==> config.mk <==
export PLATFORM = sky130hd
export DESIGN_NAME = buffer_handle_free_stack_top_flat
export DESIGN_NICKNAME = d
export VERILOG_FILES = /design/src/design/bhfs_pkg.sv /design/src/design/bhfs_req_if.sv /design/src/design/bhfs_rsp_if.sv /design/src/design/bhfs_ctrl.sv /design/src/design/bhfs_dp.sv /design/src/design/buffer_handle_free_stack_top.sv /design/src/flat_wrapper.sv
export SDC_FILE = /design/constraint.sdc
export NUM_CORES = 2
export LEC_CHECK = 0
export BUFFER_PORTS_ARGS = -buffer_cell sky130_fd_sc_hd__buf_4
export CELL_PAD_IN_SITES_DETAIL_PLACEMENT = 0
export CELL_PAD_IN_SITES_GLOBAL_PLACEMENT = 1
export CORE_ASPECT_RATIO = 0.6
export CORE_MARGIN = 2
export CORE_UTILIZATION = 40
export CTS_CLUSTER_SIZE = 24
export DETAILED_ROUTE_END_ITERATION = 10
export PLACE_DENSITY_LB_ADDON = 0.1
export SYNTH_ARGS = -nofsm -noshare
export SYNTH_HDL_FRONTEND = slang
export SYNTH_SLANG_ARGS = --single-unit
==> constraint.sdc <==
create_clock -name i_clk -period 9 [get_ports i_clk]
set_input_delay 1.8 -clock i_clk [delete_from_list [all_inputs] [get_ports i_clk]]
set_output_delay 1.8 -clock i_clk [all_outputs]
set_load 0.03 [all_outputs]
==> src/design/bhfs_pkg.sv <==
// Shared types and constants for the buffer handle free stack.
`default_nettype none
package bhfs_pkg;

    localparam int HandleW = 8;
    localparam int CountW  = 9;

    localparam logic ReqAlloc = 1'b0;
    localparam logic ReqFree  = 1'b1;

    typedef enum logic [1:0] {
        ST_OK    = 2'd0,
        ST_EMPTY = 2'd1,
        ST_FULL  = 2'd2,
        ST_SKIP  = 2'd3
    } t_status;

    typedef enum logic {
        S_IDLE = 1'b0,
        S_EXEC = 1'b1
    } t_state;

    // Commands from the controller to the datapath.
    typedef struct packed {
        logic load;    // capture the request word and start the stack read
        logic commit;  // apply the request and load the output register
    } t_cmd;

    // Status from the datapath to the controller.
    typedef struct packed {
        logic out_free;  // output register is empty or is being taken
    } t_stat;

endpackage
`default_nettype wire

==> src/design/bhfs_req_if.sv <==
// Request channel: valid, ready and the request word.
`default_nettype none
interface bhfs_req_if;
    logic       valid;
    logic       ready;
    logic       req_type;
    logic [7:0] handle_in;
    logic       batch_end;

    modport source (output valid, output req_type, output handle_in, output batch_end,
                    input ready);
    modport sink (input valid, input req_type, input handle_in, input batch_end,
                  output ready);
endinterface
`default_nettype wire

==> src/design/bhfs_rsp_if.sv <==
// Response channel: valid, ready and the result word.
`default_nettype none
interface bhfs_rsp_if;
    logic       valid;
    logic       ready;
    logic [1:0] status;
    logic [7:0] handle_out;
    logic [8:0] busy_now;
    logic [8:0] busy_peak;

    modport source (output valid, output status, output handle_out, output busy_now,
                    output busy_peak, input ready);
    modport sink (input valid, input status, input handle_out, input busy_now,
                  input busy_peak, output ready);
endinterface
`default_nettype wire

==> src/design/bhfs_ctrl.sv <==
// Controller state machine for the buffer handle free stack.
`default_nettype none
module bhfs_ctrl (
    input  wire logic           i_clk,
    input  wire logic           i_rst_n,
    input  wire logic           i_in_valid,
    output logic                o_in_ready,
    input  bhfs_pkg::t_stat     i_stat,
    output bhfs_pkg::t_cmd      o_cmd
);
    import bhfs_pkg::*;

    t_state r_state;
    t_state n_state;

    always_ff @(posedge i_clk) begin
        if (!i_rst_n) begin
            r_state <= S_IDLE;
        end else begin
            r_state <= n_state;
        end
    end

    always_comb begin
        n_state      = r_state;
        o_in_ready   = 1'b0;
        o_cmd.load   = 1'b0;
        o_cmd.commit = 1'b0;
        case (r_state)
            S_IDLE: begin
                o_in_ready = 1'b1;
                if (i_in_valid) begin
                    o_cmd.load = 1'b1;
                    n_state    = S_EXEC;
                end
            end
            S_EXEC: begin
                // Wait here while a previous result still sits unclaimed.
                if (i_stat.out_free) begin
                    o_cmd.commit = 1'b1;
                    n_state      = S_IDLE;
                end
            end
            default: begin
                n_state = S_IDLE;
            end
        endcase
    end

endmodule
`default_nettype wire

==> src/design/bhfs_dp.sv <==
// Datapath: stack memory, busy counters, batch flag and output register.
`default_nettype none
module bhfs_dp #(
    parameter int POOL_SIZE = 256
) (
    input  wire logic            i_clk,
    input  wire logic            i_rst_n,
    input  bhfs_pkg::t_cmd       i_cmd,
    output bhfs_pkg::t_stat      o_stat,
    input  wire logic            i_req_type,
    input  wire logic [7:0]      i_handle_in,
    input  wire logic            i_batch_end,
    input  wire logic            i_out_ready,
    output logic                 o_out_valid,
    output logic [1:0]           o_status,
    output logic [7:0]           o_handle_out,
    output logic [8:0]           o_busy_now,
    output logic [8:0]           o_busy_peak
);
    import bhfs_pkg::*;

    localparam int AW = $clog2(POOL_SIZE);
    localparam int CW = $clog2(POOL_SIZE + 1);
    localparam logic [CW-1:0] PoolCount = CW'(POOL_SIZE);

    logic [HandleW-1:0] mem [POOL_SIZE];

    logic [CW-1:0]      r_busy;
    logic [CW-1:0]      r_peak;
    logic               r_skip;
    logic               r_req_type;
    logic [HandleW-1:0] r_handle;
    logic               r_last;
    logic               r_use_mem;
    logic [HandleW-1:0] r_init_handle;
    logic [HandleW-1:0] r_rd_data;

    logic               r_out_valid;
    t_status            r_status;
    logic [HandleW-1:0] r_hout;
    logic [CountW-1:0]  r_busy_now;
    logic [CountW-1:0]  r_busy_peak;

    logic [CW-1:0]      n_busy;
    logic [CW-1:0]      n_peak;
    logic               n_skip;
    t_status            w_status;
    logic [HandleW-1:0] w_hout;
    logic               w_push;
    logic               w_pool_empty;
    logic [CW-1:0]      w_top_idx;
    logic [CW-1:0]      w_push_idx;

    assign w_pool_empty = (r_busy == PoolCount);
    assign w_top_idx    = CW'(PoolCount - r_busy - CW'(1));
    assign w_push_idx   = CW'(PoolCount - r_busy);

    // Capture the request. An entry below the lowest free count ever reached
    // has never been popped, so it still holds its reset handle; that is the
    // case exactly when the busy count has never been above its current value.
    always_ff @(posedge i_clk) begin
        if (i_cmd.load) begin
            r_req_type    <= i_req_type;
            r_handle      <= i_handle_in;
            r_last        <= i_batch_end;
            r_use_mem     <= (r_busy < r_peak);
            r_init_handle <= HandleW'(w_top_idx);
        end
    end

    always_ff @(posedge i_clk) begin
        if (i_cmd.load && !w_pool_empty) begin
            r_rd_data <= mem[w_top_idx[AW-1:0]];
        end
    end

    always_ff @(posedge i_clk) begin
        if (i_cmd.commit && w_push) begin
            mem[w_push_idx[AW-1:0]] <= r_handle;
        end
    end

    always_comb begin
        n_busy   = r_busy;
        n_peak   = r_peak;
        n_skip   = r_skip;
        w_status = ST_OK;
        w_hout   = '0;
        w_push   = 1'b0;
        if (r_req_type == ReqAlloc) begin
            if (w_pool_empty) begin
                w_status = ST_EMPTY;
            end else begin
                w_hout = r_use_mem ? r_rd_data : r_init_handle;
                n_busy = CW'(r_busy + CW'(1));
                if (n_busy > r_peak) begin
                    n_peak = n_busy;
                end
            end
        end else if (r_skip) begin
            w_status = ST_SKIP;
            if (r_last) begin
                n_skip = 1'b0;
            end
        end else if (r_busy == '0) begin
            w_status = ST_FULL;
            if (!r_last) begin
                n_skip = 1'b1;
            end
        end else begin
            w_push = 1'b1;
            n_busy = CW'(r_busy - CW'(1));
        end
    end

    always_ff @(posedge i_clk) begin
        if (!i_rst_n) begin
            r_busy <= '0;
            r_peak <= '0;
            r_skip <= 1'b0;
        end else if (i_cmd.commit) begin
            r_busy <= n_busy;
            r_peak <= n_peak;
            r_skip <= n_skip;
        end
    end

    always_ff @(posedge i_clk) begin
        if (!i_rst_n) begin
            r_out_valid <= 1'b0;
        end else if (i_cmd.commit) begin
            r_out_valid <= 1'b1;
        end else if (i_out_ready) begin
            r_out_valid <= 1'b0;
        end
    end

    always_ff @(posedge i_clk) begin
        if (i_cmd.commit) begin
            r_status    <= w_status;
            r_hout      <= w_hout;
            r_busy_now  <= CountW'(n_busy);
            r_busy_peak <= CountW'(n_peak);
        end
    end

    assign o_stat.out_free = !r_out_valid || i_out_ready;
    assign o_out_valid     = r_out_valid;
    assign o_status        = 2'(r_status);
    assign o_handle_out    = r_hout;
    assign o_busy_now      = r_busy_now;
    assign o_busy_peak     = r_busy_peak;

    a_busy_bound: assert property (@(posedge i_clk) disable iff (!i_rst_n)
        r_busy <= PoolCount)
        else $error("busy count above pool size");

    a_peak_covers_busy: assert property (@(posedge i_clk) disable iff (!i_rst_n)
        r_peak >= r_busy)
        else $error("high-water mark below busy count");

    a_no_overwrite: assert property (@(posedge i_clk) disable iff (!i_rst_n)
        i_cmd.commit |-> (!r_out_valid || i_out_ready))
        else $error("result committed over an unclaimed result");

    a_commit_shows: assert property (@(posedge i_clk) disable iff (!i_rst_n)
        i_cmd.commit |=> r_out_valid)
        else $error("committed result not presented");

endmodule
`default_nettype wire

==> src/design/buffer_handle_free_stack_top.sv <==
// Top level of the buffer handle free stack allocator.
//
//  Channel  Dir  Handshake      Word contents
//  i_req    in   valid/ready    req_type, handle_in, batch_end
//  o_rsp    out  valid/ready    status, handle_out, busy_now, busy_peak
//
// Each request passes through S_IDLE and S_EXEC. In S_IDLE the request word
// is accepted and the stack memory is read at the top of stack; in S_EXEC,
// once the output register is free, the request is applied and its result
// loaded into the output register; no new request is taken meanwhile. The
// stack read is registered, hence the separate states. Reset is synchronous;
// there is no clearing pass over the stack. An entry that was never popped
// still yields its reset handle, found by comparing the busy count with its
// high-water mark. A new request is accepted while the previous result waits
// in the output register; a request finishes only once that register is free.
`default_nettype none
module buffer_handle_free_stack_top #(
    parameter int POOL_SIZE = 256
) (
    input  wire logic   i_clk,
    input  wire logic   i_rst_n,
    bhfs_req_if.sink    i_req,
    bhfs_rsp_if.source  o_rsp
);
    import bhfs_pkg::*;

    t_cmd  w_cmd;
    t_stat w_stat;

    bhfs_ctrl u_ctrl (
        .i_clk      (i_clk),
        .i_rst_n    (i_rst_n),
        .i_in_valid (i_req.valid),
        .o_in_ready (i_req.ready),
        .i_stat     (w_stat),
        .o_cmd      (w_cmd)
    );

    bhfs_dp #(
        .POOL_SIZE (POOL_SIZE)
    ) u_dp (
        .i_clk        (i_clk),
        .i_rst_n      (i_rst_n),
        .i_cmd        (w_cmd),
        .o_stat       (w_stat),
        .i_req_type   (i_req.req_type),
        .i_handle_in  (i_req.handle_in),
        .i_batch_end  (i_req.batch_end),
        .i_out_ready  (o_rsp.ready),
        .o_out_valid  (o_rsp.valid),
        .o_status     (o_rsp.status),
        .o_handle_out (o_rsp.handle_out),
        .o_busy_now   (o_rsp.busy_now),
        .o_busy_peak  (o_rsp.busy_peak)
    );

endmodule
`default_nettype wire

==> src/flat_wrapper.sv <==
// flat-port wrapper written by rule: the top's interface ports become plain ports
module buffer_handle_free_stack_top_flat import bhfs_pkg::*;
#(
    parameter int POOL_SIZE = 256
)
  (i_clk, i_rst_n, i_req_valid, i_req_req_type, i_req_handle_in, i_req_batch_end, i_req_ready, o_rsp_valid, o_rsp_status, o_rsp_handle_out, o_rsp_busy_now, o_rsp_busy_peak, o_rsp_ready);
  bhfs_req_if i_req_i ();
  bhfs_rsp_if o_rsp_i ();
  input  wire logic i_clk;
  input  wire logic i_rst_n;
  input wire logic [$bits(i_req_i.valid)-1:0] i_req_valid;
  input wire logic [$bits(i_req_i.req_type)-1:0] i_req_req_type;
  input wire logic [$bits(i_req_i.handle_in)-1:0] i_req_handle_in;
  input wire logic [$bits(i_req_i.batch_end)-1:0] i_req_batch_end;
  output wire logic [$bits(i_req_i.ready)-1:0] i_req_ready;
  output wire logic [$bits(o_rsp_i.valid)-1:0] o_rsp_valid;
  output wire logic [$bits(o_rsp_i.status)-1:0] o_rsp_status;
  output wire logic [$bits(o_rsp_i.handle_out)-1:0] o_rsp_handle_out;
  output wire logic [$bits(o_rsp_i.busy_now)-1:0] o_rsp_busy_now;
  output wire logic [$bits(o_rsp_i.busy_peak)-1:0] o_rsp_busy_peak;
  input wire logic [$bits(o_rsp_i.ready)-1:0] o_rsp_ready;
  assign i_req_i.valid = i_req_valid;
  assign i_req_i.req_type = i_req_req_type;
  assign i_req_i.handle_in = i_req_handle_in;
  assign i_req_i.batch_end = i_req_batch_end;
  assign i_req_ready = i_req_i.ready;
  assign o_rsp_valid = o_rsp_i.valid;
  assign o_rsp_status = o_rsp_i.status;
  assign o_rsp_handle_out = o_rsp_i.handle_out;
  assign o_rsp_busy_now = o_rsp_i.busy_now;
  assign o_rsp_busy_peak = o_rsp_i.busy_peak;
  assign o_rsp_i.ready = o_rsp_ready;
  buffer_handle_free_stack_top #(.POOL_SIZE(POOL_SIZE)) u_core (.i_clk(i_clk), .i_rst_n(i_rst_n), .i_req(i_req_i), .o_rsp(o_rsp_i));
endmodule
==> results by stage <==
Timing:
- The share of the clock period used by the worst path after layout is 0.6420.
- Derived from the worst setup path, the maximum achievable clock frequency is 0.1731 GHz.
- Setup violations remaining at the end of the flow were counted as 0.
- The count of endpoints failing hold in the final timing report is 0.
- The final max-slew violation count came to 0.
- The worst slew margin relative to its limit is 0.05862.
- Across the routed clock network, the largest skew measured is 0.03599 ns.
- The final-layout setup total negative slack is 0 ns.
- The measured slew at the worst slew-check pin is 1.412 ns.
- Setup repair after global routing left no endpoint under its margin.
- Subtracting the final worst setup slack from the clock period gives 5.778 ns.
- The final worst slack is 3.222 ns.

Synth:
- The multiplexer share of the synthesized area is 0.1704.
- The count of warnings emitted by yosys is 0.
- In the synthesized netlist the async set-or-reset flop fraction comes to 0.
- The synthesized netlist occupies a cell area of 82980 sq um.
- The gate count after technology mapping is 3902.
- The netlist uses 61 different library cells.
- The average cell area after synthesis is 21.27 sq um.
- The flip-flop and latch count after synthesis is 2124.
- After synthesis, the largest family of logic cells by area is multiplexers.
- Of the total synthesized cell area, the portion taken by XOR and XNOR cells is 0.002428.
- Of the total synthesized cell area, the portion taken by AND, OR, NAND and NOR gates is 0.03494.
- The sequential share of the synthesized area is 0.7661.
- The number of synthesized flops with an enable pin is 2103.
- The net count after synthesis is 3940.
- The commonest register cell after synthesis is edfxtp_1.
- The area fraction in compound gates after synthesis is 0.01027.
- The arithmetic-cell share of the synthesized area counting full adders, half adders and majority gates is 0.003619.

Power and ir drop:
- For this design the ratio of total power to cell area is 250.3 nW/um^2.
- The leakage dissipation is 28.25 nW.
- The worst vdd rail ir drop is 0.1773 mV.

Setup path:
- The worst setup path is launched from a flip-flop.
- The highest net fanout along the worst path is 42.
- The data arrival time of the critical path is 6.38 ns.
- The kind of capture point of the worst setup path is a flip-flop.
- By startpoint and endpoint, the worst setup path is classified as flip-flop to flip-flop.
- For the worst setup path, the data required time is 9.61 ns.

Drt:
- The detailed router used layers up to and including met5.
- In the detailed route, the total length drawn on met2 is 94670 microns.
- The final wirelength is 228600 microns.
- The total via count after detailed routing is 39543.
- After the first detailed-routing iteration, the DRC count stood at 5136.
- The antenna violation net count after detailed routing is 0.
- In the routed design, unresolved DRC markers number 0.
- The total met3 wirelength after detailed routing is 21520 microns.
- After detailed routing, the number of vias per cell comes to 5.721.
- The average wire per cell in the routed design is 33.07 microns.
- Before antenna repair, the detailed router went through 5 iterations.
- In the final routing, the length of wire on met1 measures 108100 microns.

Floorplanning:
- The total area inside the core boundary comes to 206100 sq um.
- The number of placed I/O pins is 44.
- The die outline width is 592.0 microns.
- The initial core utilization is 0.4026.
- Row generation in the floorplan step produced 129 rows.
- The die covers 211200 sq um.
- The chip height is 356.8 microns.

Global route:
- The number of global-route vias before repair is 38833.
- Summed over all layers, the global routing overflow is 0.
- The number of antenna violations at the first check in global routing is 29.
- The global-route wire length before repair is 317100 microns.
- The overall routing resource usage is 0.2159.
- The pin count of the biggest net entering global routing is 205.

Clock tree:
- The buffers inserted during post-CTS setup optimization is 0.
- The tree is rooted in a clkbuf_16.
- The tree built by TritonCTS fans out to 2124 sinks.
- Once the clock tree was built, the resizer swapped 0 gates to a different size.
- The clock slew at the register clock pins of the worst setup and hold paths is 0.07 ns.
- The hold-fix buffer count after cts is 0.
- The number of buffers between clock root and the deepest sink is 4.
- The clock latency of the later-clocked register in the worst-skew pair is 0.85 ns.
- In this run the number of H-tree levels came out at 4.
- The CTS tree is yes.
- Counting the buffers created by CTS gives 198.

Final layout:
- After the last flow step, the layout net total stands at 4046.
- The fill cell instance count of the final layout is 17287.
- The share of final-layout standard cells stronger than drive strength 1 is 0.2475.
- The layout-stage area growth over the synthesis result is 11.93%.
- After routing the design area is 92880 sq um.

Run:
- The tool flagged a number of max-cap violations equal to 0.

Place:
- The total placed instance area is 86680 sq um.
- The number of port buffers is 43.
- The worst slack at placement is 2.955 ns.
- Detailed placement finished with a half-perimeter wire length of 135400 microns.
- Routability-driven placement finished with a final weighted congestion of 0.7922.

Outcome:
- The flow ran to the end, and the final reports show no timing, DRC or antenna violations.

Min path:
- The worst min-delay path class is flip-flop to flip-flop.
flip-flops by register name, summed over array words and instances (netlist names):
name,count
u_core.u_dp.r_handle,8
u_core.u_dp.r_peak,9
u_core.u_dp.o_status,2
u_core.u_dp.r_rd_data,8
u_core.u_dp.o_busy_now,9
u_core.u_dp.r_req_type,1
u_core.u_dp.r_skip,1
u_core.u_dp.r_use_mem,1
u_core.u_dp.o_busy_peak,9
u_core.u_dp.o_out_valid,1
u_core.u_ctrl.r_state,1
u_core.u_dp.r_busy,9
u_core.u_dp.r_last,1
u_core.u_dp.mem,2048
u_core.u_dp.o_handle_out,8
u_core.u_dp.r_init_handle,8
cell type report:
class	count	area, sq um	area share
well taps	2751	3442	0.03706
clock inverters	102	902.1	0.009713
multi-input cells	1535	18480	0.1989
diodes	3	7.507	0.00008083
flip-flops and latches	2124	63580	0.6845
inverters	23	91.34	0.0009834
repair buffers	126	1096	0.01180
clock buffers	248	5289	0.05694
report_power, final:
group          internal (mW)  total, mW  switching (mW)
Clock                   4.63       8.31            3.67
Combinational           1.33       3.90            2.56
Sequential              11.0       11.0          0.0678
Total                   16.9       23.3            6.30
kinds of logic (layout without fill, tap and decap cells):
kind of cell,Yosys count,in the layout
compound gates,129,129
fa+ha+maj,24,24
buf+inv,243,499
other cells,0,3
flops,2124,2124
xor+xnor,20,20
mux,671,671
simple gates,691,691
critical path, cell delays in order (launching register included):
cell	delay, ns
dfxtp_4	0.82
inv_1	0.27
ha_1	0.51
nor4b_1	0.28
a32o_1	0.21
nand2_1	0.13
xnor2_4	0.16
buf_4	0.30
inv_6	0.56
buf_4	0.43
mux4_2	0.55
mux2i_1	0.87
a21oi_1	0.14
and4_1	0.23
per-layer routing:
layer	global-route usage	vias up
met3	0.05751	261
met4	0.04321	8
li1	-	16322
met2	0.2926	1576
met5	0	-
met1	0.3470	21376
synthesized netlist by cell type (7+ instances only):
| master | count | area, sq um |
|---|---|---|
| mux4_2 | 592 | 13330 |
| a21oi_1 | 29 | 145.1 |
| o21ai_0 | 29 | 145.1 |
| edfxtp_1 | 2103 | 63150 |
| buf_1 | 30 | 112.6 |
| nand4_1 | 13 | 81.33 |
| mux2_2 | 11 | 123.9 |
| and2_1 | 8 | 50.05 |
| xnor2_1 | 12 | 105.1 |
| buf_2 | 45 | 225.2 |
| ha_1 | 24 | 300.3 |
| nor2_1 | 321 | 1205 |
| mux2i_1 | 68 | 680.7 |
| a22oi_1 | 11 | 82.58 |
| buf_4 | 8 | 60.06 |
| a31oi_1 | 7 | 43.79 |
| clkbuf_1 | 135 | 506.7 |
| nand2_1 | 226 | 848.3 |
| dfxtp_1 | 21 | 420.4 |
| inv_1 | 19 | 71.32 |
| o22ai_1 | 8 | 50.05 |
| nand3_1 | 73 | 365.4 |
placed cells by master, fill, tap and decap left out, types with 4 or more instances in the layout:
| master | Yosys | final |
|---|---|---|
| or3_1 | 6 | 6 |
| a211oi_1 | 6 | 6 |
| ha_1 | 24 | 24 |
| o211ai_1 | 4 | 4 |
| a21oi_1 | 29 | 29 |
| xor2_1 | 6 | 6 |
| bufinv_16 | 0 | 17 |
| a221o_1 | 4 | 4 |
| a32oi_1 | 5 | 5 |
| nor2b_1 | 6 | 5 |
| dfxtp_1 | 21 | 19 |
| a31oi_1 | 7 | 7 |
| nor3_1 | 6 | 6 |
| and2_1 | 8 | 8 |
| mux4_2 | 592 | 592 |
| nand2_2 | 0 | 17 |
| nand2_1 | 226 | 209 |
| nand2b_1 | 6 | 6 |
| nand4_1 | 13 | 13 |
| inv_1 | 19 | 19 |
| mux2_2 | 11 | 11 |
| o21ai_0 | 29 | 29 |
| nor2_2 | 0 | 4 |
| mux2i_1 | 68 | 67 |
| and4_1 | 6 | 6 |
| clkbuf_16 | 0 | 203 |
| buf_4 | 8 | 114 |
| nor4_1 | 4 | 4 |
| o22ai_1 | 8 | 8 |
| clkinv_2 | 0 | 31 |
| xnor2_1 | 12 | 12 |
| nor2_1 | 321 | 317 |
| clkbuf_1 | 135 | 41 |
| clkinv_1 | 0 | 47 |
| nand3_1 | 73 | 72 |
| o21a_1 | 5 | 5 |
| clkbuf_8 | 0 | 4 |
| a22oi_1 | 11 | 11 |
| buf_12 | 0 | 12 |
| edfxtp_1 | 2103 | 2103 |
final timing paths:
kind / cells past startpoint / slack [ns] / from / end
min: 2 / 0.50 / u_core.u_dp.r_peak[8] / u_core.u_dp.r_peak[8]
min reg2reg: 2 / 0.50 / u_core.u_dp.r_peak[8] / u_core.u_dp.r_peak[8]
max: 13 / 3.22 / u_core.u_dp.r_busy[0] / u_core.u_dp.r_rd_data[3]
max reg2reg: 13 / 3.22 / u_core.u_dp.r_busy[0] / u_core.u_dp.r_rd_data[3]
metrics by stage:
stage          hold slack, ns  utilization  power [mW]  instances
2_1_floorplan          0.4604            -       13.58       3902
6_report               0.4972       0.4506       23.25       6912
5_1_grt                0.5267       0.4506       24.00       6910
3_5_place_dp           0.4841       0.4205       15.18       6559
3_3_place_gp           0.4759       0.4205       15.20       6559
4_1_cts                0.5024       0.4506       23.44       6909
Power figures use the tool's default switching activity.
